[config.mk]
export PLATFORM = sky130hd
export DESIGN_NAME = height_map_token_parser
export DESIGN_NICKNAME = d
export VERILOG_FILES = /design/src/hmtp_pkg.sv /design/src/hmtp_core.sv /design/src/height_map_token_parser.sv
export SDC_FILE = /design/constraint.sdc
export NUM_CORES = 1
export LEC_CHECK = 0
export ABC_AREA = 0
export BUFFER_PORTS_ARGS = -buffer_cell sky130_fd_sc_hd__buf_2
export CAP_MARGIN = 20
export CELL_PAD_IN_SITES_DETAIL_PLACEMENT = 1
export CELL_PAD_IN_SITES_GLOBAL_PLACEMENT = 1
export CORE_AREA = 2 2 146 176
export DETAILED_ROUTE_END_ITERATION = 12
export DIE_AREA = 0 0 148 178
export PLACE_DENSITY_LB_ADDON = 0.1
export RECOVER_POWER = 100
export SKIP_LAST_GASP = 1
export SYNTH_ARGS = -nofsm -noshare
export SYNTH_HDL_FRONTEND = slang
export SYNTH_SLANG_ARGS = --single-unit
export TNS_END_PERCENT = 1
[constraint.sdc]
create_clock -name aclk -period 8.25 [get_ports aclk]
set_input_delay 0.4125 -clock aclk [delete_from_list [all_inputs] [get_ports aclk]]
set_output_delay 0.4125 -clock aclk [all_outputs]
set_load 0.1 [all_outputs]
[src/hmtp_pkg.sv]
// Shared types, codes and constants for the height map token parser.
`timescale 1ns / 1ps
`default_nettype none

package hmtp_pkg;

    localparam int unsigned MAX_COLUMNS_DEF = 1024;
    localparam int unsigned MAX_ROWS_DEF    = 1024;

    localparam logic [10:0] COLUMN_COUNT_RST = 11'd1024;
    localparam logic [31:0] COLOR_DEFAULT    = 32'h00FF_FFFF;
    localparam logic [31:0] MAG_CAP          = 32'h8000_0000;
    localparam logic [31:0] HEIGHT_MAX       = 32'h7FFF_FFFF;
    localparam logic [3:0]  HEX_DIGITS_MAX   = 4'd8;

    localparam logic [2:0] PH_IDLE   = 3'd0;
    localparam logic [2:0] PH_MINUS  = 3'd1;
    localparam logic [2:0] PH_DIGITS = 3'd2;
    localparam logic [2:0] PH_COMMA  = 3'd3;
    localparam logic [2:0] PH_ZERO   = 3'd4;
    localparam logic [2:0] PH_HEX    = 3'd5;
    localparam logic [2:0] PH_BAD    = 3'd6;

    localparam logic [1:0] ST_OK      = 2'd0;
    localparam logic [1:0] ST_BAD_TOK = 2'd1;
    localparam logic [1:0] ST_BAD_COL = 2'd2;

    typedef struct packed {
        logic [2:0]  phase;
        logic        negative;
        logic [31:0] height_acc;
        logic [31:0] color_acc;
        logic [3:0]  hex_digits;
        logic [10:0] column_counter;
        logic [9:0]  row_counter;
        logic        failed;
    } parse_state_t;

    typedef struct packed {
        logic [31:0] height;
        logic [31:0] color;
        logic [9:0]  column;
        logic [9:0]  row;
        logic [1:0]  status;
        logic        row_last;
    } token_result_t;

endpackage

`default_nettype wire

[src/hmtp_core.sv]
// Next-state and token result logic for one accepted text byte.
`timescale 1ns / 1ps
`default_nettype none

module hmtp_core #(
    parameter int unsigned MAX_COLUMNS = hmtp_pkg::MAX_COLUMNS_DEF,
    parameter int unsigned MAX_ROWS    = hmtp_pkg::MAX_ROWS_DEF
) (
    input  wire hmtp_pkg::parse_state_t  cur,
    input  wire logic [7:0]              char_in,
    input  wire logic                    line_end,
    input  wire logic [10:0]             column_count,
    output hmtp_pkg::parse_state_t       nxt,
    output logic                         emit,
    output hmtp_pkg::token_result_t      res
);

    localparam bit          COL_CAPPED = (MAX_COLUMNS < 2048);
    localparam logic [10:0] COL_LIM    = COL_CAPPED ? 11'(MAX_COLUMNS) : 11'h7FF;
    localparam logic [9:0]  ROW_TOP    = 10'(((MAX_ROWS < 1024) ? MAX_ROWS : 1024) - 1);

    function automatic logic [4:0] hex_value(input logic [7:0] c);
        logic [4:0] r;
        r = 5'd0;
        if (c >= 8'h30 && c <= 8'h39) begin
            r = {1'b1, c[3:0]};
        end else if ((c >= 8'h61 && c <= 8'h66) || (c >= 8'h41 && c <= 8'h46)) begin
            r = {1'b1, 4'(c[3:0] + 4'd9)};
        end
        return r;
    endfunction

    logic        is_space;
    logic        is_digit;
    logic [3:0]  digit;
    logic [4:0]  hv;
    logic [35:0] dec_sum;
    logic [31:0] dec_acc;
    logic        finish;
    logic        tok_ok;
    logic [10:0] limit;
    logic [1:0]  status;
    logic [31:0] height_val;

    always_comb begin
        is_space = (char_in == 8'h20);
        is_digit = (char_in >= 8'h30) && (char_in <= 8'h39);
        digit    = char_in[3:0];
        hv       = hex_value(char_in);
        dec_sum  = ({4'd0, cur.height_acc} << 3) + ({4'd0, cur.height_acc} << 1)
                 + {32'd0, digit};
        dec_acc  = (dec_sum > {4'd0, hmtp_pkg::MAG_CAP}) ? hmtp_pkg::MAG_CAP : dec_sum[31:0];

        nxt = cur;
        if (!is_space) begin
            case (cur.phase)
                hmtp_pkg::PH_IDLE: begin
                    if (char_in == 8'h2D) begin
                        nxt.phase    = hmtp_pkg::PH_MINUS;
                        nxt.negative = 1'b1;
                    end else if (is_digit) begin
                        nxt.phase      = hmtp_pkg::PH_DIGITS;
                        nxt.height_acc = dec_acc;
                    end else if (char_in == 8'h2C) begin
                        nxt.phase = hmtp_pkg::PH_COMMA;
                    end else begin
                        nxt.phase = hmtp_pkg::PH_BAD;
                    end
                end
                hmtp_pkg::PH_MINUS: begin
                    if (is_digit) begin
                        nxt.phase      = hmtp_pkg::PH_DIGITS;
                        nxt.height_acc = dec_acc;
                    end else begin
                        nxt.phase = hmtp_pkg::PH_BAD;
                    end
                end
                hmtp_pkg::PH_DIGITS: begin
                    if (is_digit) begin
                        nxt.height_acc = dec_acc;
                    end else if (char_in == 8'h2C) begin
                        nxt.phase = hmtp_pkg::PH_COMMA;
                    end else begin
                        nxt.phase = hmtp_pkg::PH_BAD;
                    end
                end
                hmtp_pkg::PH_COMMA: begin
                    nxt.phase = (char_in == 8'h30) ? hmtp_pkg::PH_ZERO : hmtp_pkg::PH_BAD;
                end
                hmtp_pkg::PH_ZERO: begin
                    nxt.phase = (char_in == 8'h78) ? hmtp_pkg::PH_HEX : hmtp_pkg::PH_BAD;
                end
                hmtp_pkg::PH_HEX: begin
                    if (!hv[4] || cur.hex_digits >= hmtp_pkg::HEX_DIGITS_MAX) begin
                        nxt.phase = hmtp_pkg::PH_BAD;
                    end else begin
                        nxt.color_acc  = {cur.color_acc[27:0], hv[3:0]};
                        nxt.hex_digits = cur.hex_digits + 4'd1;
                    end
                end
                default: begin
                    nxt.phase = hmtp_pkg::PH_BAD;
                end
            endcase
        end

        finish = is_space ? (cur.phase != hmtp_pkg::PH_IDLE) : line_end;

        // status from the phase reached after this byte
        tok_ok = (nxt.phase == hmtp_pkg::PH_DIGITS)
              || (nxt.phase == hmtp_pkg::PH_HEX && nxt.hex_digits != 4'd0
                  && nxt.color_acc != 32'd0);
        limit  = (COL_CAPPED && column_count > COL_LIM) ? COL_LIM : column_count;
        if (!tok_ok) begin
            status = hmtp_pkg::ST_BAD_TOK;
        end else if (nxt.column_counter >= limit) begin
            status = hmtp_pkg::ST_BAD_COL;
        end else begin
            status = hmtp_pkg::ST_OK;
        end

        if (nxt.negative) begin
            height_val = 32'd0 - nxt.height_acc;
        end else if (nxt.height_acc >= hmtp_pkg::MAG_CAP) begin
            height_val = hmtp_pkg::HEIGHT_MAX;
        end else begin
            height_val = nxt.height_acc;
        end

        res.height   = (status == hmtp_pkg::ST_OK) ? height_val : 32'd0;
        res.color    = (status != hmtp_pkg::ST_OK) ? 32'd0
                     : (nxt.phase == hmtp_pkg::PH_HEX) ? nxt.color_acc
                     : hmtp_pkg::COLOR_DEFAULT;
        res.column   = nxt.column_counter[9:0];
        res.row      = nxt.row_counter;
        res.status   = status;
        res.row_last = line_end;

        if (finish) begin
            if (status != hmtp_pkg::ST_OK) begin
                nxt.failed = 1'b1;
            end
            if (nxt.column_counter < 11'h7FF) begin
                nxt.column_counter = nxt.column_counter + 11'd1;
            end
            nxt.phase      = hmtp_pkg::PH_IDLE;
            nxt.negative   = 1'b0;
            nxt.height_acc = 32'd0;
            nxt.color_acc  = 32'd0;
            nxt.hex_digits = 4'd0;
        end

        if (line_end && !nxt.failed) begin
            nxt.column_counter = 11'd0;
            if (nxt.row_counter < ROW_TOP) begin
                nxt.row_counter = nxt.row_counter + 10'd1;
            end
        end

        emit = finish && !cur.failed;
        if (cur.failed) begin
            nxt = cur;
        end
    end

endmodule

`default_nettype wire

[src/height_map_token_parser.sv]
// Top level of the height map token parser: state, config and result registers.
//
//   channel  direction  handshake          payload
//   s_       in         s_valid / s_ready  s_char_in, s_line_end
//   m_       out        m_valid / m_ready  m_height, m_color, m_column, m_row,
//                                          m_status, m_row_last
//
// One byte is taken every cycle while s_ready is high; the parse state updates on the accepting edge.
// A finished token shows on m_ in the cycle after the transfer of the byte that ends it.
// s_ready drops only while a result is held and m_ready is low.
// Synchronous active-low reset clears the parse state and sets column_count to 1024.
// After an error result, bytes are still taken and dropped until reset.
`timescale 1ns / 1ps
`default_nettype none

module height_map_token_parser #(
    parameter int unsigned MAX_COLUMNS = hmtp_pkg::MAX_COLUMNS_DEF,
    parameter int unsigned MAX_ROWS    = hmtp_pkg::MAX_ROWS_DEF
) (
    input  wire logic               aclk,
    input  wire logic               aresetn,
    input  wire logic               cfg_wr_en,
    input  wire logic [10:0]        cfg_wr_data,
    input  wire logic               s_valid,
    output logic                    s_ready,
    input  wire logic [7:0]         s_char_in,
    input  wire logic               s_line_end,
    output logic                    m_valid,
    input  wire logic               m_ready,
    output logic signed [31:0]      m_height,
    output logic [31:0]             m_color,
    output logic [9:0]              m_column,
    output logic [9:0]              m_row,
    output logic [1:0]              m_status,
    output logic                    m_row_last
);

    hmtp_pkg::parse_state_t  state_reg;
    hmtp_pkg::parse_state_t  state_next;
    hmtp_pkg::token_result_t res_reg;
    hmtp_pkg::token_result_t res_next;
    logic [10:0]             column_count_reg;
    logic                    m_valid_reg;
    logic                    emit;
    logic                    s_xfer;

    assign s_ready = !m_valid_reg || m_ready;
    assign s_xfer  = s_valid && s_ready;

    hmtp_core #(
        .MAX_COLUMNS(MAX_COLUMNS),
        .MAX_ROWS   (MAX_ROWS)
    ) u_core (
        .cur         (state_reg),
        .char_in     (s_char_in),
        .line_end    (s_line_end),
        .column_count(column_count_reg),
        .nxt         (state_next),
        .emit        (emit),
        .res         (res_next)
    );

    always_ff @(posedge aclk) begin
        if (!aresetn) begin
            state_reg        <= '0;
            column_count_reg <= hmtp_pkg::COLUMN_COUNT_RST;
            m_valid_reg      <= 1'b0;
        end else begin
            if (cfg_wr_en) begin
                column_count_reg <= cfg_wr_data;
            end
            if (s_xfer) begin
                state_reg <= state_next;
            end
            if (s_xfer && emit) begin
                m_valid_reg <= 1'b1;
            end else if (m_ready) begin
                m_valid_reg <= 1'b0;
            end
        end
    end

    always_ff @(posedge aclk) begin
        if (s_xfer && emit) begin
            res_reg <= res_next;
        end
    end

    assign m_valid    = m_valid_reg;
    assign m_height   = $signed(res_reg.height);
    assign m_color    = res_reg.color;
    assign m_column   = res_reg.column;
    assign m_row      = res_reg.row;
    assign m_status   = res_reg.status;
    assign m_row_last = res_reg.row_last;

`ifndef SYNTHESIS
    a_no_result_after_fail: assert property (@(posedge aclk) disable iff (!aresetn)
        state_reg.failed |=> !$rose(m_valid))
        else $error("result issued after parser failure");

    a_error_sets_fail: assert property (@(posedge aclk) disable iff (!aresetn)
        m_valid && m_status != hmtp_pkg::ST_OK |-> state_reg.failed)
        else $error("error result without failed state");

    a_ok_color_nonzero: assert property (@(posedge aclk) disable iff (!aresetn)
        m_valid && m_status == hmtp_pkg::ST_OK |-> m_color != 32'd0)
        else $error("ok result with zero color");

    a_fail_holds_state: assert property (@(posedge aclk) disable iff (!aresetn)
        state_reg.failed |=> state_reg.failed && $stable(state_reg.row_counter))
        else $error("parse state moved after failure");
`endif

endmodule

`default_nettype wire

After elaboration in Yosys (flattened, before gate mapping)
Index checks and enable logic that the tools add are counted.
{"block": "word_totals", "in_bits": 25, "regBits": 193, "word_cells": 118, "out_inout_bits": 89}
{"block": "op_classes", "n_mux": 36, "reduce_logical": 31, "add_sub_neg": 7, "n_lt_le_gt_ge": 13, "eq_ne": 12, "n_bitwise": 2}
{"cell": "32-bit 2-to-1 mux", "n": 5}
{"cell": "83-bit 2-to-1 mux", "n": 1}
{"cell": "36-bit 2-to-1 mux", "n": 2}
{"cell": "72-bit 2-to-1 mux", "n": 1}
{"cell": "32-bit case mux with 2 select lines", "n": 1}
{"cell": "35-bit by 33-bit adder with 36-bit output", "n": 1}
{"cell": "36-bit by 4-bit adder with 36-bit output", "n": 1}
{"cell": "36-bit by 32-bit greater-than comparator with 1-bit output (second input constant)", "n": 1}
{"cell": "8-bit by 6-bit == test with 1-bit output (second input constant)", "n": 4}
{"cell": "32-bit >= comparator (second input constant)", "n": 1}
{"cell": "32-bit nonzero test", "n": 1}
{"cell": "1-bit by 32-bit subtractor with 32-bit output (first input constant)", "n": 1}
{"cell": "24-bit 2-to-1 mux", "n": 1}
{"cell": "11-bit 2-to-1 mux", "n": 2}
{"cell": "21-bit 2-to-1 mux", "n": 1}
{"cell": "3-bit 2-to-1 mux", "n": 6}
{"cell": "3-bit case mux with 6 select lines", "n": 1}
{"cell": "8-bit by 7-bit >= comparator with 1-bit output (second input constant)", "n": 2}
{"cell": "8-bit by 7-bit <= comparator with 1-bit output (second input constant)", "n": 2}
{"cell": "11-bit by 1-bit adder with 11-bit output (second input constant)", "n": 1}
{"cell": "11-bit >= comparator", "n": 1}
{"cell": "11-bit greater-than comparator (second input constant)", "n": 1}
{"cell": "11-bit < comparator (second input constant)", "n": 1}
{"cell": "10-bit by 1-bit adder with 10-bit output (second input constant)", "n": 1}
{"cell": "other kinds (26)", "n": 61}

Longest topological paths before layout
{"block": "logic_depth", "word_depth": 22, "depth_mapped": 19, "mapped_depth_nobuf": 17}

By module
A second synthesis with hierarchy kept.
{"block": "unflattened", "cells_unflattened": 1690, "area_unflattened_um2": 14257.4}
{"mod": "hmtp_core", "cells_per_inst": 1154, "area_per_inst_um2": 7473.4, "seq_area_each_um2": 0.0, "n_inst": 1}
{"mod": "height_map_token_parser", "cells_per_inst": 536, "area_per_inst_um2": 6784.0, "seq_area_each_um2": 4734.5, "n_inst": 1}

Worst setup path after synthesis
No wires, ideal clock.
{"block": "synth_path", "path_kind": "input -> register", "startpoint": "in s_char_in[3]", "endpoint": "reg res_reg (netlist bit m_height[28]), data pin", "path_slack_ns": 3.567, "arrival_time_ns": 4.424, "setup_time_ns": 0.260, "required_time_ns": 7.990, "n_path_buf": 1, "cell_stages": 17, "path_cell_list": "fa_1 inv_1 fa_1 and2b_1 o31ai_2 a2111o_1 and4_4 or4_4 a21oi_2 nor4_2 a31oi_4 nand2_2 or2_1 buf_6 nor3b_4 a21oi_1 mux2_2"}
{"block": "synth_between", "elab_chain_cells": 16, "elab_cells_between_ends": 53, "cone_classes": "add/sub: 3; order compare: 8; eq/ne: 7; mux: 23; reduce/logical: 12"}
{"item": "start, declared", "line_no": "height_map_token_parser.sv:26", "rtl": "input wire logic [7:0] s_char_in,"}
{"item": "parallel branches: the longest is 9 deep, another holds 36-bit by 4-bit adder with 36-bit output"}
{"item": "72-bit 2-to-1 mux (*)", "line_no": "hmtp_core.sv:55", "rtl": "if (!is_space) begin"}
{"item": "parallel branches: the longest is 6 deep, another holds 32-bit >= comparator"}
{"item": "end signal, assigned", "line_no": "height_map_token_parser.sv:85", "rtl": "res_reg <= res_next;"}
{"item": "end, declared", "line_no": "height_map_token_parser.sv:40", "rtl": "hmtp_pkg::token_result_t res_reg;"}
Mark *: on every way between the ends.
A chain may end at the register's enable or synchronous reset.

Worst setup path after layout
{"block": "layout_path", "startpoint": "reg state_reg[58] in the netlist's numbering", "endpoint": "reg res_reg (netlist bit m_height[7]), data pin"}
{"block": "layout_between", "elab_chain_cells": 11, "elab_cells_between_ends": 12, "cone_classes": "add/sub: 3; order compare: 2; mux: 7"}
{"item": "start, declared", "line_no": "height_map_token_parser.sv:38", "rtl": "hmtp_pkg::parse_state_t state_reg;"}
{"item": "start signal, assigned", "line_no": "height_map_token_parser.sv:73", "rtl": "state_reg <= state_next;"}
{"item": "35-bit by 33-bit adder with 36-bit output", "line_no": "hmtp_core.sv:50", "rtl": "dec_sum = ({4'd0, cur.height_acc} << 3) + ({4'd0, cur.height_acc} << 1)"}
{"item": "36-bit by 4-bit adder with 36-bit output", "line_no": "hmtp_core.sv:51", "rtl": "+ {32'd0, digit};"}
{"item": "36-bit by 32-bit greater-than comparator with 1-bit output", "line_no": "hmtp_core.sv:52", "rtl": "dec_acc = (dec_sum > {4'd0, hmtp_pkg::MAG_CAP}) ? hmtp_pkg::MAG_CAP : dec_sum[31:0];"}
{"item": "32-bit 2-to-1 mux", "line_no": "hmtp_core.sv:52"}
{"item": "32-bit 2-to-1 mux", "line_no": "hmtp_core.sv:61, hmtp_core.sv:71, hmtp_core.sv:79"}
{"item": "32-bit 2-to-1 mux", "line_no": "hmtp_core.sv:58", "rtl": "if (char_in == 8'h2D) begin"}
{"item": "32-bit case mux with 2 select lines", "line_no": "hmtp_core.sv:56", "rtl": "case (cur.phase)"}
{"item": "72-bit 2-to-1 mux (*)", "line_no": "hmtp_core.sv:55"}
{"item": "32-bit >= comparator", "line_no": "hmtp_core.sv:124", "rtl": "end else if (nxt.height_acc >= hmtp_pkg::MAG_CAP) begin"}
{"item": "32-bit 2-to-1 mux", "line_no": "hmtp_core.sv:124"}
{"item": "32-bit 2-to-1 mux (*)", "line_no": "hmtp_core.sv:122", "rtl": "if (nxt.negative) begin"}
Mark *: on every way between the ends. The rest lies on a longest branch, timed or not.

==> flow_summary.json <==
{
  "slowest_delay_ns": 0.92,
  "syn_nets": 1457,
  "clk_pin_slew_worst_paths_ns": 0.07,
  "cts_root_buffer": "clkbuf_16",
  "slew_headroom_pct": -159,
  "grt_overflow": 0,
  "drtPass1Iterations": 6,
  "vias_per_cell": 6.12,
  "numCtsBuffers": 17,
  "async_flop_share_pct": 0,
  "cp_cell_sequence": "fa_1 -> inv_1 -> fa_1 -> and2b_1 -> o31ai_1 -> nand2_1 -> xor2_1 -> or3_1 -> or4_1 -> nor4_1 -> nand3_1 -> o22ai_1 -> clkbuf_1 -> a22oi_1 -> a31o_2 -> a21oi_1 -> a211oi_1",
  "setup_violations": 0,
  "drv_slew": 255,
  "grt_usage_pct": 28.1,
  "hold_violations": 0,
  "fin_crit_sh_pct": 77.1,
  "start_kind": "flop",
  "largest_register_ffs": 94,
  "ys.warnings.count": 0,
  "power_density_nw_per_um2": 163,
  "postCtsSetupBuffers": 0,
  "worstPathArrival_ns": 6.48,
  "io_buffers": 113,
  "cp_slowest_cell": "clkbuf_1",
  "htreeDepth": 4,
  "clock.fmax_ghz": 0.157,
  "num_vias": 10800,
  "critical_path_required_ns": 8.37,
  "finalClockSkew_ns": 0.00901,
  "die-area_um2": 26300,
  "core_um2": 24600,
  "hpwl_um": 26800,
  "cp_max_fo": 25,
  "gp_congestion": 0.885,
  "peakVddDrop_uv": 149,
  "synth_area_per_cell_um2": 9.04,
  "drt_wl_total_um": 37000,
  "place_inst": 1728,
  "hold_slack_ns": 0.197,
  "clockBufferDepth": 2,
  "ys_ff_latch": 193,
  "die_y_um": 178,
  "hp-class": "in2reg",
  "grt_pass1_vias": 10900,
  "synth_ff_type": "dfxtp_1",
  "crit_type": "reg2reg",
  "use_met1_pct": 34.1,
  "drc": 0,
  "grt_use_met2_pct": 51.3,
  "numClockSinks": 193,
  "syn_area_um2": 12200,
  "synth_seq_area_share_pct": 38.9,
  "violations": "capacitance limit, slew limit",
  "grt_setup_unrepaired": "false",
  "synth_area_leaders": "edfxtp_1 (21%), dfxtp_1 (17%), ha_1 (8.5%), nand2_1 (5.0%), a22oi_1 (4.1%)",
  "tightest_slew_ns": 3.88,
  "post_drt_wl_per_cell_um": 21.0,
  "synthCells": 1347,
  "maxCapViolCount": 5,
  "yosysTopAreaCellShare_pct": 21.4,
  "antenna_found_initial": 1,
  "synthToLayoutAreaGrowth_pct": 10.2,
  "power_mw": 2.19,
  "use_met3_pct": 3.38,
  "initial_core_util_pct": 49.5,
  "leakagePower_nw": 5.09,
  "grt_pass1_wl_um": 58900,
  "rows": 63,
  "final_core_util_pct": 54.6,
  "instances_no_fill": 1764,
  "ant_nets": 0,
  "synth_cell_type_count": 89,
  "tritoncts": "yes",
  "post_cts_resize_count": 0,
  "insertion_delay_ns": 0.45,
  "cts_hold_buf": 0,
  "fin_nets": 1533,
  "drtIter0Drc": 618,
  "top_usage_layer": "met2",
  "crit_path_frequent_cell": "fa_1",
  "status": "complete, but fails checks",
  "ios": 114,
  "drive_gt1_share_pct": 6.34,
  "netlist.top_cell.by_area": "edfxtp_1",
  "grt_max_degree": 96,
  "synth_edf_count": 87,
  "tns_ns": 0,
  "die_w_um": 148,
  "layout_min_cycle_time_ns": 6.36,
  "endpoint_kind": "flop"
}
power by group:
part	switching (mW)	internal, mW	total (mW)
Sequential	0.0131	1.02	1.04
Combinational	0.227	0.0456	0.273
Clock	0.363	0.514	0.877
Total	0.603	1.58	2.19
cell usage in the layout (no fill, tap or decap), types with 7 or more instances in the layout:
cell,n
nor3_1,23
ha_1,83
clkbuf_16,17
a22oi_1,66
a21oi_1,73
nor2b_1,71
a22o_1,13
xor2_1,31
nand2b_1,9
clkbuf_1,100
o21ai_0,63
and3_1,7
nand2_1,163
inv_1,28
buf_4,9
o21a_1,14
mux2i_1,14
a211oi_1,17
and2_0,22
buf_2,21
or3_1,12
a21o_1,20
nand3_1,26
o31ai_1,9
edfxtp_1,87
xnor2_1,30
a31oi_1,32
a221oi_1,11
nand4_1,15
nor4_1,19
a21boi_0,9
nor2_1,92
dfxtp_1,106
cell type report:
type / instances / area, um2
well taps: 325 / 407
diodes: 3 / 7.51
repair buffers: 127 / 546
flip-flops and latches: 193 / 4730
multi-input cells: 1055 / 7010
fillers: 2920 / 11200
clock inverters: 10 / 159
clock buffers: 22 / 454
inverters: 29 / 110
logic make-up after synthesis:
kind of cell / Yosys count / synth area share (%)
compound gates: 384 / 21.8
flops: 193 / 38.9
buf+inv: 99 / 3.42
xor+xnor: 61 / 4.39
mux: 20 / 1.71
fa+ha+maj: 85 / 8.85
simple gates: 505 / 21.0
metrics by stage:
stage / cell area, um2 / setup WS, ns
after floorplan: 12200 / 3.57
after global placement: 13000 / 2.96
after detailed placement: 13000 / 2.83
after CTS: 13600 / 3.02
after global routing: 13400 / 1.45
final: 13400 / 1.89
cell usage after synthesis, types with 7 or more instances:
cell,number
a211oi_1,15
a21boi_0,8
a21o_1,20
a21oi_1,72
a221oi_1,11
a22o_1,13
a22oi_1,66
a31oi_1,32
and2_1,28
and3_1,7
clkbuf_1,51
dfxtp_1,106
edfxtp_1,87
ha_1,83
inv_1,29
mux2i_1,14
nand2_1,163
nand2b_1,9
nand3_1,25
nand4_1,15
nor2_1,93
nor2b_1,71
nor3_1,23
nor4_1,18
o21a_1,14
o21ai_0,61
o31ai_1,8
or3_1,12
xnor2_1,30
xor2_1,31
critical path, delay by kind of cell, from the launching register on:
kind | cells | cell delay [ns]
flops | 1 | 0.48
xor+xnor | 1 | 0.21
compound gates | 6 | 1.78
fa+ha+maj | 2 | 0.73
simple gates | 6 | 1.80
buf+inv | 2 | 1.03
metal layers:
metal | wire (um) | up-vias | share of wire, %
met5 | 0 | - | 0
met4 | 1160 | 0 | 3.1
met3 | 1140 | 64 | 3.1
met2 | 19300 | 223 | 52
met1 | 15400 | 5362 | 42
li1 | - | 5139 | -
path summary, 6_finish.rpt:
path	from	end	slack (ns)	cells after the start
setup / recovery	state_reg[58]	m_height[7]	1.89	17
hold / removal	cfg_wr_data[10]	column_count_reg[10]	0.20	3
setup reg to reg	state_reg[58]	m_height[7]	1.89	17
hold reg to reg	state_reg[7]	m_row[6]	0.44	0
Power figures use the tool's default switching activity.
